`config.mk`:
```
export PLATFORM = sky130hd
export DESIGN_NAME = char_lcd_nibble_sequencer
export DESIGN_NICKNAME = d
export VERILOG_FILES = /design/src/lcdns_pkg.sv /design/src/char_lcd_nibble_sequencer.sv /design/src/lcdns_ctrl.sv /design/src/lcdns_dpath.sv
export SDC_FILE = /design/constraint.sdc
export NUM_CORES = 1
export LEC_CHECK = 0
export BUFFER_PORTS_ARGS = -buffer_cell sky130_fd_sc_hd__buf_2
export CAP_MARGIN = 20
export CORE_MARGIN = 2
export CORE_UTILIZATION = 35
export CTS_BUF_LIST = sky130_fd_sc_hd__clkbuf_4 sky130_fd_sc_hd__clkbuf_8 sky130_fd_sc_hd__clkbuf_16
export CTS_CLUSTER_DIAMETER = 150
export DETAILED_ROUTE_END_ITERATION = 10
export PLACE_DENSITY = 0.57
export SLEW_MARGIN = 10
export SYNTH_ARGS = -nofsm -noshare
export SYNTH_HDL_FRONTEND = slang
export SYNTH_SLANG_ARGS = --single-unit
export TNS_END_PERCENT = 20
```
`constraint.sdc`:
```
create_clock -name i_clk -period 3.4 [get_ports i_clk]
set_input_delay 0.68 -clock i_clk [delete_from_list [all_inputs] [get_ports i_clk]]
set_output_delay 0.68 -clock i_clk [all_outputs]
set_load 0.1 [all_outputs]
```
`src/lcdns_pkg.sv`:
```
package lcdns_pkg;

    typedef struct packed {
        logic       is_data;
        logic [7:0] byte_value;
    } t_in_item;

    typedef struct packed {
        logic       rs_level;
        logic [3:0] data_nibble;
        logic       enable_level;
        logic [9:0] duration_ms;
        logic       last_segment;
    } t_out_item;

    typedef enum logic [2:0] {
        S_IDLE,
        S_PWR,
        S_WAKE,
        S_INIT,
        S_USER
    } t_state;

    typedef enum logic [1:0] {
        SRC_PWR,
        SRC_WAKE,
        SRC_INIT,
        SRC_USER
    } t_src;

    typedef struct packed {
        logic       accept;
        logic       load;
        t_src       src;
        logic [1:0] idx;
        logic [1:0] seg;
        logic       last;
    } t_seg_cmd;

    typedef struct packed {
        logic out_free;
        logic lcd_ready;
    } t_dp_status;

    localparam logic [2:0] CFG_POWER_UP    = 3'd0;
    localparam logic [2:0] CFG_ENABLE_HIGH = 3'd1;
    localparam logic [2:0] CFG_SETTLE      = 3'd2;
    localparam logic [2:0] CFG_CLEAR_WAIT  = 3'd3;
    localparam logic [2:0] CFG_WAKE_WAIT   = 3'd4;
    localparam logic [2:0] CFG_FUNC_SET    = 3'd5;
    localparam logic [2:0] CFG_DISPLAY     = 3'd6;
    localparam logic [2:0] CFG_ENTRY_MODE  = 3'd7;

    localparam logic [7:0] CLEAR_CMD       = 8'h01;
    localparam logic [3:0] WAKE_NIBBLE     = 4'h3;
    localparam logic [3:0] WAKE_LAST_NIB   = 4'h2;
    localparam logic [7:0] WAKE_THIRD_MS   = 8'd1;
    localparam logic [1:0] LAST_IDX        = 2'd3;
    localparam logic [1:0] LAST_SEG        = 2'd3;

endpackage

```
`src/char_lcd_nibble_sequencer.sv`:
```
// 4-bit character LCD sequencer: each accepted item (command or data byte) becomes
// four pin segments (enable high, enable low, for the high then the low nibble), each
// with a hold time in ms for a timing back end; last_segment marks the final one. The
// first item after reset is preceded by the power-up wait, the wake-up nibbles, the
// set-up commands and a clear, 25 segments in all. The controller emits one segment
// per cycle into a single output register, unless the output stalls; a new item is
// taken once the previous one is fully emitted.
module char_lcd_nibble_sequencer (
    input  logic                 i_clk,
    input  logic                 i_rst_n,
    input  logic                 i_in_valid,
    output logic                 o_in_ready,
    input  lcdns_pkg::t_in_item  i_in_item,
    output logic                 o_out_valid,
    input  logic                 i_out_ready,
    output lcdns_pkg::t_out_item o_out_item,
    input  logic                 i_cfg_we,
    input  logic [2:0]           i_cfg_idx,
    input  logic [7:0]           i_cfg_data
);
    import lcdns_pkg::*;

    t_seg_cmd   w_cmd;
    t_dp_status w_status;

    lcdns_ctrl u_ctrl (
        .i_clk      (i_clk),
        .i_rst_n    (i_rst_n),
        .i_in_valid (i_in_valid),
        .o_in_ready (o_in_ready),
        .i_status   (w_status),
        .o_cmd      (w_cmd)
    );

    lcdns_dpath u_dpath (
        .i_clk       (i_clk),
        .i_rst_n     (i_rst_n),
        .i_in_item   (i_in_item),
        .i_cfg_we    (i_cfg_we),
        .i_cfg_idx   (i_cfg_idx),
        .i_cfg_data  (i_cfg_data),
        .i_cmd       (w_cmd),
        .o_status    (w_status),
        .o_out_valid (o_out_valid),
        .i_out_ready (i_out_ready),
        .o_out_item  (o_out_item)
    );

endmodule

```
`src/lcdns_ctrl.sv`:
```
module lcdns_ctrl (
    input  logic                   i_clk,
    input  logic                   i_rst_n,
    input  logic                   i_in_valid,
    output logic                   o_in_ready,
    input  lcdns_pkg::t_dp_status  i_status,
    output lcdns_pkg::t_seg_cmd    o_cmd
);
    import lcdns_pkg::*;

    t_state     r_state, n_state;
    logic [1:0] r_idx, n_idx;
    logic [1:0] r_seg, n_seg;
    logic       w_adv;

    assign w_adv = (r_state != S_IDLE) && i_status.out_free;

    always_ff @(posedge i_clk) begin
        if (!i_rst_n) begin
            r_state <= S_IDLE;
            r_idx   <= '0;
            r_seg   <= '0;
        end else begin
            r_state <= n_state;
            r_idx   <= n_idx;
            r_seg   <= n_seg;
        end
    end

    always_comb begin
        n_state = r_state;
        n_idx   = r_idx;
        n_seg   = r_seg;
        unique case (r_state)
            S_IDLE: begin
                if (i_in_valid) begin
                    n_state = i_status.lcd_ready ? S_USER : S_PWR;
                    n_idx   = '0;
                    n_seg   = '0;
                end
            end
            S_PWR: begin
                if (w_adv) begin
                    n_state = S_WAKE;
                    n_idx   = '0;
                    n_seg   = '0;
                end
            end
            S_WAKE: begin
                if (w_adv) begin
                    if (r_seg[0]) begin
                        n_seg = '0;
                        if (r_idx == LAST_IDX) begin
                            n_state = S_INIT;
                            n_idx   = '0;
                        end else begin
                            n_idx = r_idx + 2'd1;
                        end
                    end else begin
                        n_seg = 2'd1;
                    end
                end
            end
            S_INIT: begin
                if (w_adv) begin
                    n_seg = r_seg + 2'd1;
                    if (r_seg == LAST_SEG) begin
                        if (r_idx == LAST_IDX) begin
                            n_state = S_USER;
                            n_idx   = '0;
                        end else begin
                            n_idx = r_idx + 2'd1;
                        end
                    end
                end
            end
            S_USER: begin
                if (w_adv) begin
                    n_seg = r_seg + 2'd1;
                    if (r_seg == LAST_SEG) begin
                        n_state = S_IDLE;
                    end
                end
            end
            default: begin
                n_state = S_IDLE;
            end
        endcase
    end

    always_comb begin
        o_in_ready   = (r_state == S_IDLE);
        o_cmd.accept = (r_state == S_IDLE) && i_in_valid;
        o_cmd.load   = w_adv;
        o_cmd.idx    = r_idx;
        o_cmd.seg    = r_seg;
        o_cmd.last   = (r_state == S_USER) && (r_seg == LAST_SEG);
        unique case (r_state)
            S_PWR:   o_cmd.src = SRC_PWR;
            S_WAKE:  o_cmd.src = SRC_WAKE;
            S_INIT:  o_cmd.src = SRC_INIT;
            default: o_cmd.src = SRC_USER;
        endcase
    end

endmodule

```
`src/lcdns_dpath.sv`:
```
module lcdns_dpath (
    input  logic                   i_clk,
    input  logic                   i_rst_n,
    input  lcdns_pkg::t_in_item    i_in_item,
    input  logic                   i_cfg_we,
    input  logic [2:0]             i_cfg_idx,
    input  logic [7:0]             i_cfg_data,
    input  lcdns_pkg::t_seg_cmd    i_cmd,
    output lcdns_pkg::t_dp_status  o_status,
    output logic                   o_out_valid,
    input  logic                   i_out_ready,
    output lcdns_pkg::t_out_item   o_out_item
);
    import lcdns_pkg::*;

    logic [7:0] r_cfg [8];
    t_in_item   r_item;
    logic       r_lcd_ready;
    logic       r_out_valid;
    t_out_item  r_out_item;
    t_out_item  w_seg;
    logic [7:0] w_byte;
    logic [7:0] w_extra;
    logic       w_rs;
    logic       w_free;

    assign w_free = !r_out_valid || i_out_ready;

    always_ff @(posedge i_clk) begin
        if (!i_rst_n) begin
            r_cfg[CFG_POWER_UP]    <= 8'd15;
            r_cfg[CFG_ENABLE_HIGH] <= 8'd1;
            r_cfg[CFG_SETTLE]      <= 8'd1;
            r_cfg[CFG_CLEAR_WAIT]  <= 8'd2;
            r_cfg[CFG_WAKE_WAIT]   <= 8'd5;
            r_cfg[CFG_FUNC_SET]    <= 8'h28;
            r_cfg[CFG_DISPLAY]     <= 8'h0C;
            r_cfg[CFG_ENTRY_MODE]  <= 8'h06;
        end else if (i_cfg_we) begin
            r_cfg[i_cfg_idx] <= i_cfg_data;
        end
    end

    always_ff @(posedge i_clk) begin
        if (!i_rst_n) begin
            r_lcd_ready <= 1'b0;
            r_out_valid <= 1'b0;
        end else begin
            if (i_cmd.accept) begin
                r_lcd_ready <= 1'b1;
            end
            if (i_cmd.load && w_free) begin
                r_out_valid <= 1'b1;
            end else if (i_out_ready) begin
                r_out_valid <= 1'b0;
            end
        end
    end

    always_ff @(posedge i_clk) begin
        if (i_cmd.accept) begin
            r_item <= i_in_item;
        end
        if (i_cmd.load && w_free) begin
            r_out_item <= w_seg;
        end
    end

    always_comb begin
        unique case (i_cmd.idx)
            2'd0:    w_byte = r_cfg[CFG_FUNC_SET];
            2'd1:    w_byte = r_cfg[CFG_DISPLAY];
            2'd2:    w_byte = r_cfg[CFG_ENTRY_MODE];
            default: w_byte = CLEAR_CMD;
        endcase
        if (i_cmd.src == SRC_USER) begin
            w_byte = r_item.byte_value;
        end
        w_rs = (i_cmd.src == SRC_USER) ? r_item.is_data : 1'b0;

        w_extra = '0;
        if (i_cmd.src == SRC_WAKE) begin
            unique case (i_cmd.idx)
                2'd0, 2'd1: w_extra = r_cfg[CFG_WAKE_WAIT];
                2'd2:       w_extra = WAKE_THIRD_MS;
                default:    w_extra = '0;
            endcase
        end else if (i_cmd.seg == LAST_SEG && !w_rs && w_byte == CLEAR_CMD) begin
            w_extra = r_cfg[CFG_CLEAR_WAIT];
        end

        w_seg.rs_level     = w_rs;
        w_seg.enable_level = ~i_cmd.seg[0];
        w_seg.last_segment = i_cmd.last;
        w_seg.duration_ms  = i_cmd.seg[0]
                           ? (10'(r_cfg[CFG_SETTLE]) + 10'(w_extra))
                           : 10'(r_cfg[CFG_ENABLE_HIGH]);
        if (i_cmd.src == SRC_WAKE) begin
            w_seg.data_nibble = (i_cmd.idx == LAST_IDX) ? WAKE_LAST_NIB : WAKE_NIBBLE;
        end else begin
            w_seg.data_nibble = i_cmd.seg[1] ? w_byte[3:0] : w_byte[7:4];
        end
        if (i_cmd.src == SRC_PWR) begin
            w_seg.rs_level     = 1'b0;
            w_seg.data_nibble  = '0;
            w_seg.enable_level = 1'b0;
            w_seg.duration_ms  = 10'(r_cfg[CFG_POWER_UP]);
        end
    end

    assign o_status.out_free  = w_free;
    assign o_status.lcd_ready = r_lcd_ready;
    assign o_out_valid        = r_out_valid;
    assign o_out_item         = r_out_item;

endmodule

```
==> impl_summary.md, run 1 <==
Timing
The worst-case setup margin in the final layout is 112.9 ps. Setup repair after global routing could not meet its margin everywhere. For the pin with the worst max-slew slack, the measured transition is 613.9 ps. The maximum clock frequency is 0.3042 GHz. The setup-violating endpoint count in the final report is 0. The number of hold violations in the final report is 0. The minimum period implied by the final worst setup slack is 3287 ps. In the finished design, the share of the clock period the worst path needs comes to 96.68%. The clock arrives with 3.400 ps of skew. The worst pin sits at a relative slew slack of 58.92%.

The max-slew violation total from the final report is 0.

Synthesis
Synthesis handed over a netlist of 384 instances. Summed over all instances, the cell type with the most area after synthesis is sky130_fd_sc_hd__edfxtp_1. The adder-cell area share of the yosys netlist is 4.053%. The count of distinct cell types in the synthesized netlist is 55. The total standard cell area after synthesis is 4816 um2. In this run the mean area of a mapped cell was 12.54 um2. The share of synthesized area occupied by flip-flops and latches is 59.24%.

The number of nets handed over by synthesis was 424. The proportion of synthesized area in mux cells is 3.196%. The combinational family with the most area after synthesis is simple AND/OR/NAND/NOR gates. Yosys printed 0 warnings. The number of synthesized register bits is 98.

The fraction of synthesis flops using an asynchronous set or reset pin is 0%. The fraction of the mapped netlist area in compound gates is 12.03%. Yosys mapped a number of flops with a built-in enable equal to 89. The share of Yosys cell area claimed by the top area cell type is 55.49%. The post-synthesis share of cell area spent on and, or, nand and nor gates is 18.39%. For this run, the leading register cell type out of synthesis is sky130_fd_sc_hd__edfxtp_1.

The XOR/XNOR share of the synthesized area is 0.7275%. After synthesis, the cell types taking the most area are sky130_fd_sc_hd__edfxtp_1 55%, sky130_fd_sc_hd__and2_1 6.9%, sky130_fd_sc_hd__dfxtp_1 3.7%.

Clocking
The cell at the root of the clock tree is sky130_fd_sc_hd__clkbuf_16. At the later pin of the worst-skew pair, clock insertion delay measures 340 ps. The clock slew at the register clock pins of the worst setup and hold paths is 70 ps.

The number of buffers created by CTS is 9. The number of clock sinks is 98. The maximum count of clock buffers along a single path is 2.

The H-tree was split into 3 levels. The CTS tree is yes.

Detailed routing
The post-route DRC violation count is 0. For this block, the initial DRC count from the detailed router was 290. The remaining number of nets flagged by the antenna check after routing is 0.

The first detailed-routing pass ran for 7 iterations. The sum of routed wire length over all layers is 10530 um. Detailed routing inserted a total of 3140 vias.

After detailed routing, the number of vias per cell comes to 5.000. The average wire per cell in the routed design is 16.76 um.

Final layout
Compared with the post-synthesis result, the final layout area differs by 18.68%. The number of non-filler instances in the completed layout is 628. The most common library cell in the layout ignoring fill and taps is sky130_fd_sc_hd__edfxtp_1. The final net count is 487. The filler cells instantiated in the layout total 1280.

At the end of the flow the core is filled with cells to 42.82%. The top cell types in the final layout, fill and taps aside, are 89 x sky130_fd_sc_hd__edfxtp_1, 53 x sky130_fd_sc_hd__and2_1, 42 x sky130_fd_sc_hd__buf_2, 27 x sky130_fd_sc_hd__buf_4. The proportion of layout cells with a drive suffix above 1 is 23.67%. 0 antenna diodes ended up in the layout.

With fillers left out, the area of the finished cells amounts to 5715 um2.

Power
The static leakage power is 2.104 nW. The worst-case IR drop observed on VDD is 0.0002760 V. The total power per unit cell area is 819.5 nW/um2.

Global route
The number of antenna violations at the first check in global routing is 0. The routing usage on met2 is 21.66%. The aggregate global-route resource usage is 14.77%. The global route total overflow is 0. The number of global-route vias before repair is 3071. The layer flagged by global routing as most heavily used is met2.

Entering global routing, the biggest net connects 21 pins. The first global-routing pass estimated 16480 um of wire. The met1 demand-to-capacity share in global routing is 21.18%. Global routing used 3.242% of the available met3 tracks.

Min path
For hold timing, the worst endpoint is u_dpath.r_item[7]. The kind of path behind the tightest hold check is in2reg. Counting instances, the worst hold path has a depth of 1. In this run the most critical hold path is launched from i_in_item[7].

Setup path
At the worst endpoint, the required time is 3580 ps. The largest driver fanout on the critical path is 9. The critical path capture point type is a register. The capturing point of the worst reg2reg path is u_dpath.o_out_item[7].

The worst setup path is launched from a register. The setup slack of the most critical reg-to-reg path is 110 ps. The length in cells of the worst reg-to-reg path is 14. STA puts the critical path data arrival time at 3470 ps. The critical setup path kind is reg2reg. The worst register-to-register path begins at u_ctrl.r_idx[0].

Die
For this configuration, the core starts out at a cell density of 36.08%. Pin placement for this block handled 44 I/O pins. The floorplan core area is 13350 um2. The die width is 121.3 um. The die area is 14710 um2. The die span in y is 121.3 um.

The cell row count is 42.

Run
The max capacitance violation total is 0.

Place
The congestion estimate from routability-driven global placement came to 0.8892. Once placement completed, the tool counted placed cells totaling 604. The count of buffers added on input and output ports is 42. The placed instance area is 5299 um2.

After legalization and detailed placement, the total HPWL measured 7751 um. OpenSTA, run right after detailed placement, puts the worst setup slack at -100.4 ps.

Outcome
The run finished with clean final reports.
power by group:
group,internal [W],switching (W),leakage [nW]
clock network,0.000495,0.000433,0.135
registers,0.00161,0.0000924,0.932
logic,0.000529,0.00153,1.04
repair_timing:
action / in CTS / in global routing
hold buffers: 0 / 0
pin swaps: 7 / 7
setup endpoints to repair: 3 / 6
gates resized for setup: 1 / 19
buffers inserted: 5 / 3
worst max-delay path: stages, from the launching register on:
cell                       delay, ps
sky130_fd_sc_hd__dfxtp_4         370
sky130_fd_sc_hd__inv_2            70
sky130_fd_sc_hd__ha_4            190
sky130_fd_sc_hd__a222oi_1        430
sky130_fd_sc_hd__and3_1          250
sky130_fd_sc_hd__nand3_2         130
sky130_fd_sc_hd__a21oi_4         190
sky130_fd_sc_hd__a21o_1          190
sky130_fd_sc_hd__ha_4            160
sky130_fd_sc_hd__fa_2            210
sky130_fd_sc_hd__a21o_1          120
sky130_fd_sc_hd__a21o_1          180
sky130_fd_sc_hd__a21oi_1          90
sky130_fd_sc_hd__or3_1           340
sky130_fd_sc_hd__a31oi_1         180
cells in the mapped netlist (8+ instances only):
| cell type | number |
|---|---|
| sky130_fd_sc_hd__nor3_1 | 12 |
| sky130_fd_sc_hd__nor2_1 | 18 |
| sky130_fd_sc_hd__edfxtp_1 | 89 |
| sky130_fd_sc_hd__dfxtp_1 | 9 |
| sky130_fd_sc_hd__a211oi_1 | 8 |
| sky130_fd_sc_hd__ha_1 | 14 |
| sky130_fd_sc_hd__mux2i_1 | 14 |
| sky130_fd_sc_hd__o21ai_0 | 14 |
| sky130_fd_sc_hd__a21oi_1 | 14 |
| sky130_fd_sc_hd__nand2b_1 | 18 |
| sky130_fd_sc_hd__and2_1 | 53 |
| sky130_fd_sc_hd__nor2b_1 | 8 |
| sky130_fd_sc_hd__nand2_1 | 14 |
| sky130_fd_sc_hd__or3_1 | 10 |
| sky130_fd_sc_hd__clkbuf_1 | 9 |
through the flow:
| stage | total power, W | hold WS [ps] | setup TNS, ps |
|---|---|---|---|
| detailed placement | 0.003734 | 503.4 | -185.8 |
| floorplan | 0.003355 | 463.2 | 0 |
| global placement | 0.003712 | 491.1 | 0 |
| CTS | 0.004675 | 500.8 | 0 |
| global route | 0.004913 | 492.2 | -61.60 |
| finish | 0.004684 | 510.4 | 0 |
cells by family (layout without fill, tap and decap cells):
group,Yosys count,after routing
buffers and inverters,21,89
xor gates and xnor gates,4,4
muxes,15,15
and+or+nand+nor,152,152
other,1,1
adders and majority gates,15,15
DFF,98,98
AOI/OAI and AO/OA,78,78
layout make-up:
cell class              count  area (um2)  area share, %
flip-flops and latches     98        2858          50.00
multi-input cells         265        1938          33.91
repair buffers             69       412.9          7.224
clock buffers               9       225.2          3.940
well taps                 176       220.2          3.853
clock inverters             7       43.79         0.7662
inverters                   4       17.52         0.3065
sequential cells by signal, indices dropped and copies added (netlist names):
| register | flops |
|---|---|
| u_ctrl.r_idx | 2 |
| u_ctrl.r_seg | 2 |
| u_ctrl.r_state | 3 |
| u_dpath.o_out_item | 16 |
| u_dpath.o_out_valid | 1 |
| u_dpath.r_cfg | 64 |
| u_dpath.r_item | 9 |
| u_dpath.r_lcd_ready | 1 |
per-layer routing:
metal	part of all wire, %	wire length [um]
met2	43	4543
met3	5.7	597
met1	48	5098
met4	2.7	289
met5	0	0
worst max path at each step:
stage | to | start | slack [ps] | cells after the start
2_1_floorplan | u_dpath.o_out_item[7] | u_ctrl.r_idx[0] | 290 | 15
3_3_place_gp | u_dpath.o_out_item[7] | u_ctrl.r_idx[0] | 130 | 14
3_5_place_dp | u_dpath.o_out_item[7] | u_ctrl.r_idx[0] | -100 | 14
4_1_cts | u_dpath.o_out_item[7] | u_ctrl.r_idx[1] | 3 | 14
5_1_grt | u_dpath.o_out_item[7] | u_ctrl.r_idx[1] | -40 | 15
6_report | u_dpath.o_out_item[7] | u_ctrl.r_idx[0] | 110 | 14
No activity file was read; power rests on OpenSTA's default activity.
==> inputs of run 2 (changes only) <==
--- a/config.mk
+++ b/config.mk
@@ -13,6 +13,7 @@
 export CTS_CLUSTER_DIAMETER = 150
 export DETAILED_ROUTE_END_ITERATION = 10
 export PLACE_DENSITY = 0.57
+export RECOVER_POWER = 100
 export SLEW_MARGIN = 10
 export SYNTH_ARGS = -nofsm -noshare
 export SYNTH_HDL_FRONTEND = slang
==> impl_summary.md, run 2 (synthesized netlist as in run 1, its figures left out) <==
Place
The routability-driven placement congestion ratio came to 0.8892 (unchanged). The placed instance area was 5299 um2 (unchanged). The count of input and output buffers was 42 (unchanged). The total half-perimeter wirelength after legalization and detailed placement is 7751 um (unchanged). The number of placed instances, taps included was 604 (unchanged). The pre-CTS setup slack is -100.4 ps (unchanged).

Timing
Setup repair after global routing missed its margin: yes (unchanged). The maximum clock frequency is 0.3065 GHz (was 0.3042 GHz). The worst-case setup margin in the final layout is 137.7 ps (was 112.9 ps). The setup-violating endpoint count in the final report was 0 (unchanged).

The clock tree skew after final layout is 8.348 ps (was 3.400 ps). The max-slew violation total from the final report is 0 (unchanged). The slew at the pin with the worst max-slew slack is 1174 ps (was 613.9 ps). The share of the clock period used by the worst path is 95.95% (was 96.68%). The number of hold violations in the final report is 0 (unchanged). The final hold slack is 508.9 ps (was 510.4 ps). The normalized max-slew margin is 22.07% (was 58.92%).

The minimum period implied by the final worst setup slack was 3262 ps (was 3287 ps).

Clocking
The clock slew at the register clock pins of the worst setup and hold paths is 70 ps (about the same). The CTS H-tree depth came to 3 (unchanged). The cell at the root of the clock tree was sky130_fd_sc_hd__clkbuf_16 (unchanged). The CTS tree is yes (unchanged).

The number of buffers created by CTS is 9 (unchanged). The maximum count of clock buffers along a single path is 2 (unchanged). The number of clock sinks was 98 (unchanged). The insertion delay to the later sink of the worst-skew pair is 350 ps (was 340 ps).

Setup path
The largest driver fanout on the critical path was 9 (unchanged). The critical path capture point type is a register (unchanged). The data arrival time at the worst-slack endpoint is 3450 ps (was 3470 ps). The endpoint required time on the critical path is 3590 ps (was 3580 ps). The critical setup path kind was reg2reg (unchanged).

The kind of start point of the critical path is a register (unchanged).

Final layout
The utilization after layout is 42.31% (was 42.82%). Highest-count cells in the layout ignoring fill and taps: 89 x sky130_fd_sc_hd__edfxtp_1, 28 x sky130_fd_sc_hd__clkbuf_1, 27 x sky130_fd_sc_hd__and2_0, 26 x sky130_fd_sc_hd__and2_1, 24 x sky130_fd_sc_hd__buf_2 (was 89 x sky130_fd_sc_hd__edfxtp_1, 53 x sky130_fd_sc_hd__and2_1, 42 x sky130_fd_sc_hd__buf_2, 27 x sky130_fd_sc_hd__buf_4). The most common library cell in the layout ignoring fill and taps was sky130_fd_sc_hd__edfxtp_1 (unchanged). The number of flip-flops in the largest register is 64 (unchanged). The number of non-filler instances in the completed layout is 628 (unchanged). The final net count is 487 (unchanged). The number of inserted diodes came to 0 (unchanged). The register containing the most flip-flops in the final layout is u_dpath.r_cfg (unchanged).

The proportion of layout cells with a drive suffix above 1 came to 17.04% (was 23.67%). The cell area after layout came to 5648 um2 (was 5715 um2). The layout overhead on the synthesized area is 17.28% (was 18.68%).

Detailed routing
The detail-routed via count per cell was 5.025 (was 5.000). The post-route DRC violation count was 0 (unchanged). The average wire per cell in the routed design is 16.81 um (was 16.76 um). The first-pass iteration count of the detailed router is 6 (was 7).

The total number of vias was 3156 (was 3140). The sum of routed wire length over all layers is 10560 um (was 10530 um). The violation count after the first detailed-routing iteration came to 323 (was 290). The remaining number of nets flagged by the antenna check after routing came to 0 (unchanged).

Die
The floorplan core area was 13350 um2 (unchanged). The number of top-level design ports is 44 (unchanged). The die span in y came to 121.3 um (unchanged). The effective utilization at floorplan is 36.08% (unchanged).

The die width is 121.3 um (unchanged). The cell row count is 42 (unchanged). The die area was 14710 um2 (unchanged).

Run
The max capacitance violation total is 0 (unchanged).

Power
The total power per unit cell area is 822.2 nW/um2 (was 819.5 nW/um2). The power dissipated by switching net loads is 0.002057 W (was 0.002053 W). The clock share of power is 20.1% (was 19.8%). The share of total power consumed by net switching came to 44.30% (was 43.83%). The static leakage power was 1.986 nW (was 2.104 nW). The total internal power came to 0.002587 W (was 0.002631 W). The peak ir drop on the vdd network is 0.0002677 V (was 0.0002760 V). The power share of the combinational group was 43.3% (was 43.9%). The sequential cell fraction of total power was 36.7% (was 36.3%).

Global route
The number of antenna violations at the first check in global routing is 0 (unchanged). The global route total overflow is 0 (unchanged). The aggregate global-route resource usage was 14.77% (unchanged).

The global-route wire length before repair is 16480 um (unchanged). The number of global-route vias before repair is 3071 (unchanged). The maximum number of pins on one net before global-route repair is 21 (unchanged).

Min path
The kind of path behind the tightest hold check is in2reg (unchanged).

Outcome
Result of the run: finished, final reports clean (unchanged).
[run 2: cell types whose count changed in the layout (fill, tap and decap cells not counted), sizes merged]
cell,before,now
buf,69,41
clkbuf,9,37
[run 2: path summary, 6_finish.rpt]
path                        from                     to  slack, ps  cells after the start
max reg2reg      u_ctrl.r_idx[0]  u_dpath.o_out_item[7]        140                     14
min reg2reg  u_dpath.r_lcd_ready    u_dpath.r_lcd_ready        520                      1
min                 i_in_item[7]      u_dpath.r_item[7]        510                      1
max              u_ctrl.r_idx[0]  u_dpath.o_out_item[7]        140                     14
[run 2: worst max-delay path, cell delays in order, from the launching register on]
cell,delay [ps]
sky130_fd_sc_hd__dfxtp_4,380
sky130_fd_sc_hd__inv_2,70
sky130_fd_sc_hd__ha_4,190
sky130_fd_sc_hd__a222oi_1,410
sky130_fd_sc_hd__and3_1,250
sky130_fd_sc_hd__nand3_2,130
sky130_fd_sc_hd__a21oi_4,190
sky130_fd_sc_hd__a21o_1,190
sky130_fd_sc_hd__ha_4,160
sky130_fd_sc_hd__fa_2,210
sky130_fd_sc_hd__a21o_1,120
sky130_fd_sc_hd__a21o_1,190
sky130_fd_sc_hd__a21oi_1,90
sky130_fd_sc_hd__or3_1,340
sky130_fd_sc_hd__a31oi_1,170
[run 2: metrics by stage]
stage / power, W / setup TNS, ps
detailed placement: 0.003734 / -185.8
floorplan: 0.003355 / 0
global route: 0.004867 / -61.60
global placement: 0.003712 / 0
finish: 0.004644 / 0
CTS: 0.004675 / 0
[run 2: per-layer routing]
layer  share of wire [%]  track usage [%]  up-vias  routed length, um
met5                   0                0        -                  0
met4                 2.8            5.891        0                293
met3                 5.3            3.242       17                556
met2                  43            21.66       84               4533
met1                  49            21.18     1496               5176
li1                    -                -     1559                  -
[run 2: what timing repair did]
action                                  CTS  global route
pin swaps                                 7             7
cloned                                    0             0
buffers inserted                          5             3
hold endpoints to repair                  0             0
resized for setup                         1            19
hold buffers                              0             0
endpoints found under the setup margin    3             6
[run 2: cell type report]
class	instances	area (um2)
Sequential cell	98	2858
Multi-Input combinational cell	265	1931
Clock inverter	7	43.79
Timing Repair Buffer	69	352.8
Fill cell	1294	7700
Clock buffer	9	225.2
Inverter	4	17.52
Tap cell	176	220.2
[run 2: power groups by stage]
stage / Clock [W] / Sequential (W) / Combinational (W)
6_report: 0.000932 / 0.00170 / 0.00201
5_1_grt: 0.00100 / 0.00172 / 0.00214
4_1_cts: 0.000949 / 0.00170 / 0.00203
3_5_place_dp: 0 / 0.00172 / 0.00201
3_3_place_gp: 0 / 0.00172 / 0.00199
2_1_floorplan: 0 / 0.00249 / 0.000867
==> inputs of run 3 (changes only) <==
--- a/config.mk
+++ b/config.mk
@@ -12,6 +12,7 @@
 export CTS_BUF_LIST = sky130_fd_sc_hd__clkbuf_4 sky130_fd_sc_hd__clkbuf_8 sky130_fd_sc_hd__clkbuf_16
 export CTS_CLUSTER_DIAMETER = 150
 export DETAILED_ROUTE_END_ITERATION = 10
+export GPL_TIMING_DRIVEN = 0
 export PLACE_DENSITY = 0.57
 export RECOVER_POWER = 100
 export SLEW_MARGIN = 10
==> impl_summary.md, run 3 (synthesized netlist as in run 1, its figures left out) <==
Place
The routability-driven placement congestion ratio is 0.7945 (was 0.8892). The count of input and output buffers is 41 (was 42). The pre-CTS setup slack is -228.2 ps (was -100.4 ps). The total half-perimeter wirelength after legalization and detailed placement was 7517 um (was 7751 um).

Timing
The setup-violating endpoint count in the final report came to 0 (unchanged). The share of the clock period used by the worst path is 97.50% (was 95.95%). The maximum clock frequency was 0.3017 GHz (was 0.3065 GHz). The slew at the pin with the worst max-slew slack is 1172 ps (was 1174 ps).

The max-slew violation total from the final report is 0 (unchanged). The minimum period implied by the final worst setup slack is 3315 ps (was 3262 ps). The setup TNS was 0 ps (unchanged).

The clock tree skew after final layout was 5.601 ps (was 8.348 ps). The worst-case setup margin in the final layout is 84.99 ps (was 137.7 ps). Setup repair after global routing missed its margin: yes (unchanged). The number of hold violations in the final report is 0 (unchanged). The normalized max-slew margin is 22.20% (was 22.07%).

Setup path
The critical setup path kind is reg2reg (unchanged). The kind of start point of the critical path was a register (unchanged). The critical path capture point type is a register (unchanged). The endpoint required time on the critical path came to 3590 ps (about the same).

The data arrival time at the worst-slack endpoint is 3510 ps (was 3450 ps). The largest driver fanout on the critical path came to 6 (was 9).

Detailed routing
The total number of vias is 3157 (was 3156). The detail-routed via count per cell was 5.011 (was 5.025). The first-pass iteration count of the detailed router is 5 (was 6). The sum of met2 wire segment lengths after detailed routing came to 4813 um (was 4533 um). The violation count after the first detailed-routing iteration is 295 (was 323). The sum of routed wire length over all layers came to 10450 um (was 10560 um).

The highest routed metal layer was met4 (unchanged). The remaining number of nets flagged by the antenna check after routing is 0 (unchanged). The average wire per cell in the routed design is 16.58 um (was 16.81 um). The post-route DRC violation count is 0 (unchanged).

The wire length on met1 is 4951 um (was 5176 um). The length of routed met3 wiring came to 517 um (was 556 um).

Global route
The number of antenna violations at the first check in global routing is 0 (unchanged). The global-route wire length before repair came to 16220 um (was 16480 um). The aggregate global-route resource usage came to 14.79% (was 14.77%). The global route total overflow is 0 (unchanged). The maximum number of pins on one net before global-route repair is 17 (was 21). The number of global-route vias before repair is 3076 (was 3071).

Final layout
The register containing the most flip-flops in the final layout is u_dpath.r_cfg (unchanged). The number of inserted diodes is 0 (unchanged). The number of flip-flops in the largest register came to 64 (unchanged). The proportion of layout cells with a drive suffix above 1 was 18.28% (was 17.04%). The most common library cell in the layout ignoring fill and taps is sky130_fd_sc_hd__edfxtp_1 (unchanged). The final net count is 489 (was 487). Highest-count cells in the layout ignoring fill and taps: 89 x sky130_fd_sc_hd__edfxtp_1, 32 x sky130_fd_sc_hd__and2_0, 28 x sky130_fd_sc_hd__clkbuf_1, 28 x sky130_fd_sc_hd__buf_2, 21 x sky130_fd_sc_hd__and2_1 (was 89 x sky130_fd_sc_hd__edfxtp_1, 28 x sky130_fd_sc_hd__clkbuf_1, 27 x sky130_fd_sc_hd__and2_0, 26 x sky130_fd_sc_hd__and2_1, 24 x sky130_fd_sc_hd__buf_2). The layout overhead on the synthesized area is 17.77% (was 17.28%).

Clocking
The CTS tree is yes (unchanged). The clock slew at the register clock pins of the worst setup and hold paths is 60 ps (was 70 ps). The number of buffers created by CTS came to 9 (unchanged). The CTS H-tree depth is 3 (unchanged).

The number of clock sinks came to 98 (unchanged). The maximum count of clock buffers along a single path came to 2 (unchanged). The insertion delay to the later sink of the worst-skew pair was 340 ps (was 350 ps).

The cell at the root of the clock tree is sky130_fd_sc_hd__clkbuf_16 (unchanged).

Power
The total power per unit cell area was 823.3 nW/um2 (was 822.2 nW/um2). The static leakage power is 2.002 nW (was 1.986 nW). The overall power consumption was 0.004669 W (was 0.004644 W). The peak ir drop on the vdd network is 0.0003375 V (was 0.0002677 V).

Die
The die span in y is 121.3 um (unchanged). The cell row count is 42 (unchanged). The number of top-level design ports is 44 (unchanged).

The die area is 14710 um2 (unchanged). The die width is 121.3 um (unchanged). The floorplan core area was 13350 um2 (unchanged). The effective utilization at floorplan was 36.08% (unchanged).

Run
The max capacitance violation total is 0 (unchanged).

Min path
The kind of path behind the tightest hold check is reg2reg (was in2reg).

Outcome
Result of the run: finished, final reports clean (unchanged).
[run 3: changes by cell type in the layout (fill, tap and decap cells not counted), moves of 2 or more]
cell / previous run / this run
sky130_fd_sc_hd__and2_1: 26 / 21
sky130_fd_sc_hd__and2_0: 27 / 32
sky130_fd_sc_hd__clkbuf_8: 0 / 3
sky130_fd_sc_hd__clkinv_2: 2 / 0
sky130_fd_sc_hd__clkbuf_4: 0 / 3
sky130_fd_sc_hd__o21ai_1: 1 / 3
sky130_fd_sc_hd__nor2b_2: 0 / 2
sky130_fd_sc_hd__clkinv_1: 2 / 0
sky130_fd_sc_hd__buf_4: 17 / 14
sky130_fd_sc_hd__buf_2: 24 / 28
sky130_fd_sc_hd__nor2b_1: 8 / 6
sky130_fd_sc_hd__a221oi_1: 0 / 2
sky130_fd_sc_hd__o21ai_0: 14 / 12
sky130_fd_sc_hd__inv_6: 2 / 0
[run 3: final cells by class]
| cell class | instances | area, um2 |
|---|---|---|
| clock buffers | 15 | 289.0 |
| plain buffers | 15 | 75.07 |
| repair buffers | 56 | 286.5 |
| well taps | 176 | 220.2 |
| flip-flops and latches | 98 | 2860 |
| inverters | 4 | 20.02 |
| clock inverters | 1 | 8.758 |
| fillers | 1264 | 7676 |
| multi-input cells | 265 | 1912 |
[run 3: repair_timing]
item | 4_1_cts | 5_1_grt
gates cloned | 0 | 1
pin swaps | 8 | 17
buffers inserted | 8 | 3
resized for setup | 8 | 17
hold buffers | 0 | 0
setup endpoints to repair | 6 | 5
[run 3: metrics by stage]
stage / hold WS (ps) / cells / utilization, % / area (um2)
2_1_floorplan: 463.2 / 384 / - / 4821
3_3_place_gp: 481.0 / 601 / 39.30 / 5246
3_5_place_dp: 485.3 / 603 / 39.40 / 5259
4_1_cts: 499.9 / 626 / 42.22 / 5635
5_1_grt: 503.0 / 630 / 42.49 / 5672
6_report: 501.9 / 630 / 42.49 / 5672
[run 3: report_power, final]
group          total, W  switching, W  internal [W]
registers       0.00170     0.0000919       0.00161
clock network  0.000996      0.000413      0.000583
logic           0.00197       0.00152      0.000452
total           0.00467       0.00203       0.00264
[run 3: worst paths after layout]
check | cells after the start | slack, ps | endpoint | startpoint
max | 15 | 80 | u_dpath.o_out_item[7] | u_ctrl.r_idx[0]
min | 1 | 500 | u_dpath.r_lcd_ready | u_dpath.r_lcd_ready
max reg2reg | 15 | 80 | u_dpath.o_out_item[7] | u_ctrl.r_idx[0]
min reg2reg | 1 | 500 | u_dpath.r_lcd_ready | u_dpath.r_lcd_ready
[run 3: critical path: stages (launching register included)]
cell,delay [ps]
sky130_fd_sc_hd__dfxtp_4,380
sky130_fd_sc_hd__inv_4,50
sky130_fd_sc_hd__ha_4,150
sky130_fd_sc_hd__buf_6,120
sky130_fd_sc_hd__a222oi_1,450
sky130_fd_sc_hd__and3_1,250
sky130_fd_sc_hd__nand3_2,120
sky130_fd_sc_hd__a21oi_4,270
sky130_fd_sc_hd__a21o_1,200
sky130_fd_sc_hd__ha_4,150
sky130_fd_sc_hd__fa_2,200
sky130_fd_sc_hd__a21o_1,120
sky130_fd_sc_hd__a21o_1,180
sky130_fd_sc_hd__a21oi_2,80
sky130_fd_sc_hd__or3_1,300
sky130_fd_sc_hd__a31oi_1,160
[run 3: metal layers]
| metal | GRT usage (%) | up-vias |
|---|---|---|
| met1 | 20.19 | 1491 |
| met2 | 23.38 | 91 |
| met3 | 2.303 | 11 |
| met5 | 0 | - |
| met4 | 6.394 | 0 |
| li1 | - | 1564 |
